<file path="src/lru_pr_pkg.sv">
// Shared constants and types for the LRU page replacement block
package lru_pr_pkg;

    localparam int FRAMES_DEF    = 8;
    localparam int PAGE_BITS_DEF = 16;

    localparam int PAGE_PORT_W   = 16;
    localparam int SLOT_PORT_W   = 3;
    localparam int CFG_W         = 4;
    localparam int FAULT_W       = 32;

    // Top level sequencer: normal running, or rank compaction after a config write
    typedef enum logic [1:0] {
        ST_RUN,
        ST_LOAD,
        ST_SWEEP,
        ST_WRITE
    } state_t;

    // Priority flags rippling along the frame row
    typedef struct packed {
        logic hit;
        logic empty;
        logic lru;
    } chain_t;

    // Update command broadcast to every frame cell
    typedef struct packed {
        logic update;
        logic promote;
        logic clear_all;
    } cmd_t;

    // Rank compaction control
    typedef struct packed {
        logic load;
        logic shift;
        logic write;
    } sweep_t;

endpackage

</file>
<file path="src/lru_pr_cell.sv">
// One frame cell: resident page, valid bit, recency rank and compaction stage
module lru_pr_cell #(
    parameter int FRAMES    = lru_pr_pkg::FRAMES_DEF,
    parameter int PAGE_BITS = lru_pr_pkg::PAGE_BITS_DEF,
    parameter int CELL_IDX  = 0,
    localparam int SLOT_W   = (FRAMES > 1) ? $clog2(FRAMES) : 1,
    localparam int CNT_W    = $clog2(FRAMES + 1)
) (
    input  logic                    clk,
    input  logic                    rst_n,
    input  logic [CNT_W-1:0]        active,
    input  logic                    cfg_we,
    input  logic [CNT_W-1:0]        cfg_active,
    input  logic [PAGE_BITS-1:0]    page_q,
    input  lru_pr_pkg::chain_t      chain_in,
    input  logic [SLOT_W-1:0]       hit_slot_in,
    input  logic [SLOT_W-1:0]       hit_rank_in,
    input  logic [SLOT_W-1:0]       empty_slot_in,
    input  logic [SLOT_W-1:0]       lru_slot_in,
    input  logic [PAGE_BITS-1:0]    lru_page_in,
    output lru_pr_pkg::chain_t      chain_out,
    output logic [SLOT_W-1:0]       hit_slot_out,
    output logic [SLOT_W-1:0]       hit_rank_out,
    output logic [SLOT_W-1:0]       empty_slot_out,
    output logic [SLOT_W-1:0]       lru_slot_out,
    output logic [PAGE_BITS-1:0]    lru_page_out,
    input  lru_pr_pkg::cmd_t        cmd,
    input  logic [SLOT_W-1:0]       cmd_slot,
    input  logic [SLOT_W-1:0]       cmd_old_rank,
    input  logic [SLOT_W-1:0]       cmd_new_rank,
    input  lru_pr_pkg::sweep_t      sweep,
    input  logic                    circ_valid_in,
    input  logic [SLOT_W-1:0]       circ_rank_in,
    output logic                    circ_valid_out,
    output logic [SLOT_W-1:0]       circ_rank_out
);

    localparam logic [SLOT_W-1:0] MY_SLOT = SLOT_W'(CELL_IDX);
    localparam logic [CNT_W-1:0]  MY_POS  = CNT_W'(CELL_IDX);

    logic                 valid_reg, valid_next;
    logic [PAGE_BITS-1:0] page_reg, page_next;
    logic [SLOT_W-1:0]    rank_reg, rank_next;
    logic                 circ_valid_reg, circ_valid_next;
    logic [SLOT_W-1:0]    circ_rank_reg, circ_rank_next;
    logic [SLOT_W-1:0]    acc_reg, acc_next;

    logic match, empty, lru, take_hit, take_empty, take_lru, selected;

    assign match    = valid_reg && (page_reg == page_q);
    assign empty    = !valid_reg && (MY_POS < active);
    assign lru      = valid_reg && (rank_reg == '0);
    assign selected = cmd.update && (cmd_slot == MY_SLOT);

    // First match wins: pass on what has been seen to the right
    assign take_hit   = match && !chain_in.hit;
    assign take_empty = empty && !chain_in.empty;
    assign take_lru   = lru && !chain_in.lru;

    assign chain_out.hit   = chain_in.hit   || match;
    assign chain_out.empty = chain_in.empty || empty;
    assign chain_out.lru   = chain_in.lru   || lru;

    assign hit_slot_out   = hit_slot_in   | (take_hit   ? MY_SLOT  : '0);
    assign hit_rank_out   = hit_rank_in   | (take_hit   ? rank_reg : '0);
    assign empty_slot_out = empty_slot_in | (take_empty ? MY_SLOT  : '0);
    assign lru_slot_out   = lru_slot_in   | (take_lru   ? MY_SLOT  : '0);
    assign lru_page_out   = lru_page_in   | (take_lru   ? page_reg : '0);

    assign circ_valid_out = circ_valid_reg;
    assign circ_rank_out  = circ_rank_reg;

    always_comb
    begin
        valid_next = valid_reg;
        if (cfg_we && (MY_POS >= cfg_active))
        begin
            valid_next = 1'b0;
        end
        else if (cmd.clear_all)
        begin
            valid_next = 1'b0;
        end
        else if (selected)
        begin
            valid_next = 1'b1;
        end
    end

    always_comb
    begin
        page_next = page_reg;
        rank_next = rank_reg;
        if (selected)
        begin
            page_next = page_q;
        end
        if (sweep.write && valid_reg)
        begin
            rank_next = acc_reg;
        end
        else if (selected)
        begin
            rank_next = cmd_new_rank;
        end
        else if (cmd.promote && valid_reg && (rank_reg > cmd_old_rank))
        begin
            // close the gap left by the promoted frame
            rank_next = rank_reg - 1'b1;
        end
    end

    // Ring of ranks: every cell sees every rank once over a full sweep
    always_comb
    begin
        circ_valid_next = circ_valid_reg;
        circ_rank_next  = circ_rank_reg;
        acc_next        = acc_reg;
        if (sweep.load)
        begin
            circ_valid_next = valid_reg;
            circ_rank_next  = rank_reg;
            acc_next        = '0;
        end
        else if (sweep.shift)
        begin
            circ_valid_next = circ_valid_in;
            circ_rank_next  = circ_rank_in;
            if (circ_valid_reg && (circ_rank_reg < rank_reg))
            begin
                acc_next = acc_reg + 1'b1;
            end
        end
    end

    always_ff @(posedge clk or negedge rst_n)
    begin
        if (!rst_n)
        begin
            valid_reg <= 1'b0;
        end
        else
        begin
            valid_reg <= valid_next;
        end
    end

    always_ff @(posedge clk)
    begin
        page_reg       <= page_next;
        rank_reg       <= rank_next;
        circ_valid_reg <= circ_valid_next;
        circ_rank_reg  <= circ_rank_next;
        acc_reg        <= acc_next;
    end

endmodule

</file>
<file path="src/lru_page_replacement_top.sv">
// LRU page replacement: fully associative frame row with least recently used eviction
//
// Input channel (in_valid/in_ready) carries one page reference per transfer, with
// last_of_string marking the end of a reference string. Output channel
// (out_valid/out_ready) returns one result per reference: hit, frame slot, evicted
// page, running fault total and the string_done echo.
// Each reference is captured in the input register, and its result in the output register.
// Throughput: one reference per cycle unless the receiver stalls or a compaction runs;
// the whole frame row is compared and its recency ranks updated in the same cycle.
// When the receiver stalls, the finished result holds in the output register, the
// next reference waits in the input register and in_ready drops until the result
// is taken.
// A write to active_frames (cfg_we/cfg_wdata) drops frames at or above the new count
// and renumbers the ranks left: in_ready is low through the load, sweep and write
// states while the ranks circulate once round the row.
// Reset empties every frame, clears the fault total and sets active_frames to
// FRAMES; the block takes references in the first cycle after reset.
module lru_page_replacement_top #(
    parameter int FRAMES    = lru_pr_pkg::FRAMES_DEF,
    parameter int PAGE_BITS = lru_pr_pkg::PAGE_BITS_DEF,
    localparam int SLOT_W   = (FRAMES > 1) ? $clog2(FRAMES) : 1,
    localparam int CNT_W    = $clog2(FRAMES + 1)
) (
    input  logic                                clk,
    input  logic                                rst_n,
    input  logic                                cfg_we,
    input  logic [lru_pr_pkg::CFG_W-1:0]        cfg_wdata,
    input  logic                                in_valid,
    output logic                                in_ready,
    input  logic [lru_pr_pkg::PAGE_PORT_W-1:0]  page_number,
    input  logic                                last_of_string,
    output logic                                out_valid,
    input  logic                                out_ready,
    output logic                                hit,
    output logic [lru_pr_pkg::SLOT_PORT_W-1:0]  frame_slot,
    output logic                                evicted_valid,
    output logic [lru_pr_pkg::PAGE_PORT_W-1:0]  evicted_page,
    output logic [lru_pr_pkg::FAULT_W-1:0]      fault_total,
    output logic                                string_done
);

    localparam logic [SLOT_W-1:0] LAST_STEP = SLOT_W'(FRAMES - 1);

    lru_pr_pkg::state_t state_reg, state_next;
    lru_pr_pkg::sweep_t sweep;
    lru_pr_pkg::cmd_t   cmd;

    logic [SLOT_W-1:0]  step_reg, step_next;
    logic [CNT_W-1:0]   cnt_acc_reg, cnt_acc_next;
    logic [CNT_W-1:0]   count_reg, count_next;
    logic [CNT_W-1:0]   active_reg, active_next;
    logic [CNT_W-1:0]   cfg_active;
    logic [lru_pr_pkg::FAULT_W-1:0] fault_reg, fault_next, fault_now;

    logic                 busy_reg, busy_next;
    logic [PAGE_BITS-1:0] page_q_reg;
    logic                 last_q_reg;
    logic                 out_valid_reg, out_valid_next;
    logic                 hit_reg, evicted_valid_reg, string_done_reg;
    logic [lru_pr_pkg::SLOT_PORT_W-1:0] frame_slot_reg;
    logic [lru_pr_pkg::PAGE_PORT_W-1:0] evicted_page_reg;
    logic [lru_pr_pkg::FAULT_W-1:0]     fault_total_reg;

    logic accept, proc_fire, do_hit, do_fill, do_evict;
    logic [SLOT_W-1:0] sel_slot, old_rank, new_rank;
    logic [CNT_W-1:0]  new_rank_wide;

    lru_pr_pkg::chain_t   chain      [FRAMES+1];
    logic [SLOT_W-1:0]    hit_slot_c [FRAMES+1];
    logic [SLOT_W-1:0]    hit_rank_c [FRAMES+1];
    logic [SLOT_W-1:0]    empty_slot_c [FRAMES+1];
    logic [SLOT_W-1:0]    lru_slot_c [FRAMES+1];
    logic [PAGE_BITS-1:0] lru_page_c [FRAMES+1];
    logic                 circ_valid [FRAMES];
    logic [SLOT_W-1:0]    circ_rank  [FRAMES];

    // Clamp the written frame count into 1..FRAMES
    always_comb
    begin
        if (cfg_wdata == '0)
        begin
            cfg_active = CNT_W'(1);
        end
        else if (32'(cfg_wdata) > 32'(FRAMES))
        begin
            cfg_active = CNT_W'(FRAMES);
        end
        else
        begin
            cfg_active = CNT_W'(cfg_wdata);
        end
    end

    // Sequencer: next state
    always_comb
    begin
        state_next = state_reg;
        if (cfg_we)
        begin
            state_next = lru_pr_pkg::ST_LOAD;
        end
        else
        begin
            case (state_reg)
                lru_pr_pkg::ST_RUN:   state_next = lru_pr_pkg::ST_RUN;
                lru_pr_pkg::ST_LOAD:  state_next = lru_pr_pkg::ST_SWEEP;
                lru_pr_pkg::ST_SWEEP:
                begin
                    if (step_reg == LAST_STEP)
                    begin
                        state_next = lru_pr_pkg::ST_WRITE;
                    end
                end
                lru_pr_pkg::ST_WRITE: state_next = lru_pr_pkg::ST_RUN;
                default:              state_next = lru_pr_pkg::ST_RUN;
            endcase
        end
    end

    // Sequencer: outputs
    always_comb
    begin
        sweep = '0;
        case (state_reg)
            lru_pr_pkg::ST_LOAD:  sweep.load  = 1'b1;
            lru_pr_pkg::ST_SWEEP: sweep.shift = 1'b1;
            lru_pr_pkg::ST_WRITE: sweep.write = 1'b1;
            default:              sweep       = '0;
        endcase
    end

    always_comb
    begin
        step_next    = step_reg;
        cnt_acc_next = cnt_acc_reg;
        if (sweep.load)
        begin
            step_next    = '0;
            cnt_acc_next = '0;
        end
        else if (sweep.shift)
        begin
            step_next = step_reg + 1'b1;
            if (circ_valid[0])
            begin
                cnt_acc_next = cnt_acc_reg + 1'b1;
            end
        end
    end

    assign active_next = cfg_we ? cfg_active : active_reg;

    // Item handshake: hold one reference while its result is formed
    assign proc_fire = busy_reg && (!out_valid_reg || out_ready);
    assign in_ready  = (state_reg == lru_pr_pkg::ST_RUN) && (!busy_reg || proc_fire);
    assign accept    = in_valid && in_ready;
    assign busy_next = accept || (busy_reg && !proc_fire);

    // Decision from the end of the frame row
    assign do_hit   = chain[FRAMES].hit;
    assign do_fill  = !do_hit && chain[FRAMES].empty;
    assign do_evict = !do_hit && !chain[FRAMES].empty;

    always_comb
    begin
        if (do_hit)
        begin
            sel_slot = hit_slot_c[FRAMES];
            old_rank = hit_rank_c[FRAMES];
        end
        else if (do_fill)
        begin
            sel_slot = empty_slot_c[FRAMES];
            old_rank = '0;
        end
        else
        begin
            sel_slot = lru_slot_c[FRAMES];
            old_rank = '0;
        end
    end

    assign new_rank_wide = do_fill ? count_reg : (count_reg - 1'b1);
    assign new_rank      = SLOT_W'(new_rank_wide);

    assign cmd.update    = proc_fire;
    assign cmd.promote   = proc_fire && !do_fill;
    assign cmd.clear_all = proc_fire && last_q_reg;

    assign fault_now = (do_hit || (fault_reg == '1)) ? fault_reg : (fault_reg + 1'b1);

    always_comb
    begin
        count_next = count_reg;
        fault_next = fault_reg;
        if (sweep.write)
        begin
            count_next = cnt_acc_reg;
        end
        else if (proc_fire)
        begin
            if (last_q_reg)
            begin
                count_next = '0;
            end
            else if (do_fill)
            begin
                count_next = count_reg + 1'b1;
            end
        end
        if (proc_fire)
        begin
            fault_next = last_q_reg ? '0 : fault_now;
        end
    end

    assign out_valid_next = proc_fire || (out_valid_reg && !out_ready);

    assign chain[0]        = '0;
    assign hit_slot_c[0]   = '0;
    assign hit_rank_c[0]   = '0;
    assign empty_slot_c[0] = '0;
    assign lru_slot_c[0]   = '0;
    assign lru_page_c[0]   = '0;

    for (genvar g = 0; g < FRAMES; g++)
    begin : g_cell
        lru_pr_cell #(
            .FRAMES    (FRAMES),
            .PAGE_BITS (PAGE_BITS),
            .CELL_IDX  (g)
        ) u_cell (
            .clk            (clk),
            .rst_n          (rst_n),
            .active         (active_reg),
            .cfg_we         (cfg_we),
            .cfg_active     (cfg_active),
            .page_q         (page_q_reg),
            .chain_in       (chain[g]),
            .hit_slot_in    (hit_slot_c[g]),
            .hit_rank_in    (hit_rank_c[g]),
            .empty_slot_in  (empty_slot_c[g]),
            .lru_slot_in    (lru_slot_c[g]),
            .lru_page_in    (lru_page_c[g]),
            .chain_out      (chain[g+1]),
            .hit_slot_out   (hit_slot_c[g+1]),
            .hit_rank_out   (hit_rank_c[g+1]),
            .empty_slot_out (empty_slot_c[g+1]),
            .lru_slot_out   (lru_slot_c[g+1]),
            .lru_page_out   (lru_page_c[g+1]),
            .cmd            (cmd),
            .cmd_slot       (sel_slot),
            .cmd_old_rank   (old_rank),
            .cmd_new_rank   (new_rank),
            .sweep          (sweep),
            .circ_valid_in  (circ_valid[(g + FRAMES - 1) % FRAMES]),
            .circ_rank_in   (circ_rank[(g + FRAMES - 1) % FRAMES]),
            .circ_valid_out (circ_valid[g]),
            .circ_rank_out  (circ_rank[g])
        );
    end

    always_ff @(posedge clk or negedge rst_n)
    begin
        if (!rst_n)
        begin
            state_reg     <= lru_pr_pkg::ST_RUN;
            step_reg      <= '0;
            cnt_acc_reg   <= '0;
            count_reg     <= '0;
            active_reg    <= CNT_W'(FRAMES);
            fault_reg     <= '0;
            busy_reg      <= 1'b0;
            out_valid_reg <= 1'b0;
        end
        else
        begin
            state_reg     <= state_next;
            step_reg      <= step_next;
            cnt_acc_reg   <= cnt_acc_next;
            count_reg     <= count_next;
            active_reg    <= active_next;
            fault_reg     <= fault_next;
            busy_reg      <= busy_next;
            out_valid_reg <= out_valid_next;
        end
    end

    always_ff @(posedge clk)
    begin
        if (accept)
        begin
            page_q_reg <= PAGE_BITS'(page_number);
            last_q_reg <= last_of_string;
        end
        if (proc_fire)
        begin
            hit_reg           <= do_hit;
            frame_slot_reg    <= lru_pr_pkg::SLOT_PORT_W'(sel_slot);
            evicted_valid_reg <= do_evict;
            evicted_page_reg  <= do_evict ? lru_pr_pkg::PAGE_PORT_W'(lru_page_c[FRAMES]) : '0;
            fault_total_reg   <= fault_now;
            string_done_reg   <= last_q_reg;
        end
    end

    assign out_valid     = out_valid_reg;
    assign hit           = hit_reg;
    assign frame_slot    = frame_slot_reg;
    assign evicted_valid = evicted_valid_reg;
    assign evicted_page  = evicted_page_reg;
    assign fault_total   = fault_total_reg;
    assign string_done   = string_done_reg;

endmodule

</file>
<file path="config.mk">
export PLATFORM = sky130hd
export DESIGN_NAME = lru_page_replacement_top
export DESIGN_NICKNAME = d
export VERILOG_FILES = /design/src/lru_pr_pkg.sv /design/src/lru_pr_cell.sv /design/src/lru_page_replacement_top.sv
export SDC_FILE = /design/constraint.sdc
export NUM_CORES = 1
export LEC_CHECK = 0
export ABC_AREA = 1
export BUFFER_PORTS_ARGS = -buffer_cell sky130_fd_sc_hd__buf_2
export CORE_UTILIZATION = 47
export CTS_CLUSTER_SIZE = 25
export DETAILED_ROUTE_END_ITERATION = 8
export RECOVER_POWER = 25
export SLEW_MARGIN = 15
export SYNTH_ARGS = -nofsm -noshare
export SYNTH_HDL_FRONTEND = slang
export SYNTH_HIERARCHICAL = 1
export SYNTH_SLANG_ARGS = --single-unit
</file>
<file path="constraint.sdc">
create_clock -name clk -period 5.8 [get_ports clk]
set_input_delay 1.16 -clock clk [delete_from_list [all_inputs] [get_ports clk]]
set_output_delay 1.16 -clock clk [all_outputs]
set_load 0.02 [all_outputs]
</file>
* After elaboration in Yosys (flattened, before gate mapping)
Cells that the tools add are included.
Operators by class: $add $sub $neg 21, multipliers 0, divide/modulo/power cells 0, order comparisons 33, eq/ne operators 21, shift-type cells 0, multiplexer cells 140, bitwise operators 32, reduce and logical (&&, ||, !) cells 205
Operators with widths (number):
- $mux 3 | 66
- $eq 16x16->1 | 8
- $mux 16 | 8
- $or 16x16->16 | 7
- $logic_and 1x1->1 | 102
- $or 3x3->3 | 22
- $mux 32 | 2
- $reduce_bool 3->1 | 17
- $mux 1 | 46
- $logic_not 1->1 | 36
- $mux 4 | 9
- $add 32x1->32 const B | 1
- $eq 32x32->1 const B | 1
- $add 3x1->3 const B | 9
- $logic_not 3->1 | 9
- $sub 3x1->3 const B | 9
- $logic_or 1x1->1 | 25
- $gt 3x3->1 | 8
- $lt 3x3->1 | 8
- $reduce_and 2->1 | 10
- $ge 3x4->1 const A | 4
- $lt 3x4->1 const A | 4
- $mux 2 | 8
- $eq 3x3->1 const B | 5
- other kinds (17) | 28
Word-level totals: flip-flop bits (word level) 338, bits in latches 0, memory bits (writable) 0, ROM bits 0, input port bits 26, memories kept 0

* Longest topological paths before layout
depth after elaboration 19, gate-level depth with buffers 36, mapped depth without buffers 35

* By module
Netlist, hierarchy kept.
By module, submodules not included:
- lru_page_replacement_top | instances 1, cells an instance 659, area each 5918.2 µm²
- lru_pr_cell at g_cell[6].u_cell | instances 1, cells an instance 229, area each 1810.5 µm²
- lru_pr_cell at g_cell[2].u_cell | instances 1, cells an instance 222, area each 1796.7 µm²
- lru_pr_cell at g_cell[5].u_cell | instances 1, cells an instance 229, area each 1788.0 µm²
- lru_pr_cell at g_cell[3].u_cell | instances 1, cells an instance 227, area each 1781.7 µm²
- lru_pr_cell at g_cell[4].u_cell | instances 1, cells an instance 218, area each 1780.5 µm²
- lru_pr_cell at g_cell[7].u_cell | instances 1, cells an instance 228, area each 1779.2 µm²
- lru_pr_cell at g_cell[1].u_cell | instances 1, cells an instance 217, area each 1759.2 µm²
- lru_pr_cell at g_cell[0].u_cell | instances 1, cells an instance 217, area each 1749.2 µm²

* Least setup slack after synthesis
OpenSTA, ideal clock, no wires.
path type input -> register, from in out_ready, to reg g_cell[1].u_cell.page_reg[0], enable pin, setup time 371 ps, arrival 4418 ps, setup slack 1011 ps, stages 7, cells stage by stage inv_1 -> nand2_1 -> nand2_1 -> inv_1 -> clkbuf_1 -> nand3_1 -> inv_1
RTL lines:
- from (decl) | RTL line lru_page_replacement_top.sv:33 | input logic out_ready,
- to (signal assigned) | RTL line lru_pr_cell.sv:150 | page_reg <= page_next;
- to (decl) | RTL line lru_pr_cell.sv:42 | logic [PAGE_BITS-1:0] page_reg, page_next;

==> metrics <==
gr usage total 0.242; vias in the first global route 15,404; Worst Tran Pin Value roughly 3.7 ns; Crit path depth 30; Routed WL per cell 16.8 µm; TritonCTS Sinks 336; Final period util 0.920; Initial Util 0.478; Mean Syn Cell Area roughly 8.2 µm²; Ys Warns 6; drc violations 0; first-pass GRT wire length 82.5 mm; Nets about 2,700; Core Region roughly 42,000 µm²; FF/Latch Area 9570 µm²; relative slew slack -1.45; dpl hpwl between 30 and 40 mm; largest net degree at the start of global routing 70; Post-DP Area 21,100 µm²; RSZ-0062 raised after global routing no; share of layout cells above drive strength 1 0.0974; chip width roughly 210 µm; clk buf depth 3; Critical Path AT 5.74 ns; antenna violations before repair 0; die span in y 209 µm; diode count 0; Clk pwr share 0.388; synth-to-layout area growth 11.1%; CTS H-tree depth 2; total of max-cap violations 1; PortBufs 81; Sum Neg Setup Slack 0 ns; Clk Latency, worst-skew pair 0.56 ns; endpoint class of the critical path flip-flop; Cell Pwr Density 287 nW/µm²; hold buffers post-CTS 0; post-route cell area roughly 22,000 µm²; Syn Inst Count 2,444; Worst Setup Path Type reg2reg; R2R cell count 30; failing checks capacitance limit, slew limit; HP Start page_q_reg[1]; vias ~16,000; Reg2Reg Setup Slack 0.46 ns; total routed wirelength 52.5 mm; most used cell, CP inv_1; WP buf/inv 11; reg2reg start page_q_reg[4]; Post-Synthesis Cell Area ~20,000 µm²; Hold Path Depth 0; Overflow after GRT 0; switching part of the total 0.283; Hold EP g_cell[0].u_cell/page_reg[1]; hold crit path type reg2reg; Post-CTS Setup Repair Bufs 0; Final setup viols 0; CTS Root Cell clkbuf_16; Critical-path top delay cell edfxtp_1; final setup skew 0.0109 ns; P_sw 1820 µW; CP max FO 21; row count 75; Slew Limit Fails 58; share of power burned in registers 0.461; TritonCTS clock tree built; vias per cell 5.17; VDD IR max 0.250 mV; Comb pwr share 0.151; max reg flops roughly 130; crit path launch type flip-flop; Leak 0.0106 µW; I/O pins 82; Fillers 3,909; Hold Vio Cnt, Final 0; number of DRC markers in iteration 0 1,259; First-pass DRT Iterations 6; final antenna-violating net count 0; Int Power 4610 µW; footprint of the multi-input gates 8320 µm²; minimum clock period 5.34 ns; status complete, but fails checks; CTS Buf Count 40; Top delay family on crit path simple AND/OR/NAND/NOR gates; CP max stage delay 0.83 ns; Worst Path Required about 6.2 ns; RR Endpoint g_cell[6].u_cell/rank_reg[0]; DIE AREA 43,700 µm²; fmax 187 MHz; Worst-path clk slew 0.06 ns; placer congestion estimate a little under 0.9
## metal layers
layer | wire (µm) | vias to the layer above | global-route usage
met1 | 23900 | 7625 | 0.335
met3 | 3230 | 88 | 0.0413
met4 | 1300 | 0 | 0.0756
li1 | - | 8032 | -
met2 | 24100 | 433 | 0.386
met5 | 0 | - | 0
## power by group through the flow
stage / Clock [µW] / Combinational [µW] / Sequential (µW)
global route: 2630 / 1090 / 2980
floorplan: 0 / 599 / 3020
detailed placement: 0 / 974 / 3010
global placement: 0 / 949 / 3010
CTS: 2560 / 978 / 2960
finish: 2500 / 972 / 2960
## repair_timing
| action | in CTS | in global routing |
|---|---|---|
| resized for setup | 0 | 2 |
| endpoints found under the setup margin | 0 | 2 |
| hold endpoints to repair | 0 | 0 |
## cell type report
type                       count  area share
sequential                   336       0.427
tap                          539      0.0301
multi-input combinational   1556       0.372
timing repair buffer         109      0.0270
inverter                     513      0.0866
clock inverter                16     0.00760
clock buffer                  58      0.0500
## cells in the final DEF (no fill, tap or decap), types with 27 or more instances in the layout
| cell | instances |
|---|---|
| a21oi_1 | 33 |
| nand4_1 | 53 |
| inv_1 | 496 |
| o21bai_1 | 132 |
| conb_1 | 31 |
| buf_4 | 27 |
| nand3_1 | 116 |
| o21ai_0 | 137 |
| ha_1 | 74 |
| edfxtp_1 | 255 |
| dfrtp_1 | 56 |
| clkbuf_16 | 41 |
| nor2_1 | 146 |
| nand2_1 | 634 |
| buf_2 | 75 |
## stage by stage
| step | setup slack [ns] | total power, µW | util | hold WS [ns] | instances |
|---|---|---|---|---|---|
| 5_1_grt | 0.0136 | 6710 | 0.531 | 0.502 | 3127 |
| 3_5_place_dp | 0.518 | 3980 | 0.501 | 0.469 | 3053 |
| 3_3_place_gp | 0.687 | 3950 | 0.501 | 0.461 | 3053 |
| 6_report | 0.463 | 6430 | 0.531 | 0.481 | 3127 |
| 4_1_cts | 0.483 | 6500 | 0.532 | 0.486 | 3127 |
| 2_1_floorplan | 1.01 | 3620 | - | 0.435 | 2474 |
## worst max-delay path by stage
stage,from,to,slack [ns]
2_1_floorplan,out_ready,g_cell[1].u_cell/page_reg[0],1.01
3_3_place_gp,page_q_reg[4],g_cell[6].u_cell/page_reg[10],0.69
3_5_place_dp,page_q_reg[4],g_cell[6].u_cell/rank_reg[0],0.52
4_1_cts,page_q_reg[4],g_cell[6].u_cell/rank_reg[0],0.48
5_1_grt,page_q_reg[4],g_cell[5].u_cell/rank_reg[0],0.01
6_report,page_q_reg[4],g_cell[6].u_cell/rank_reg[0],0.46
Note: power is estimated with default switching activity, not from simulation.
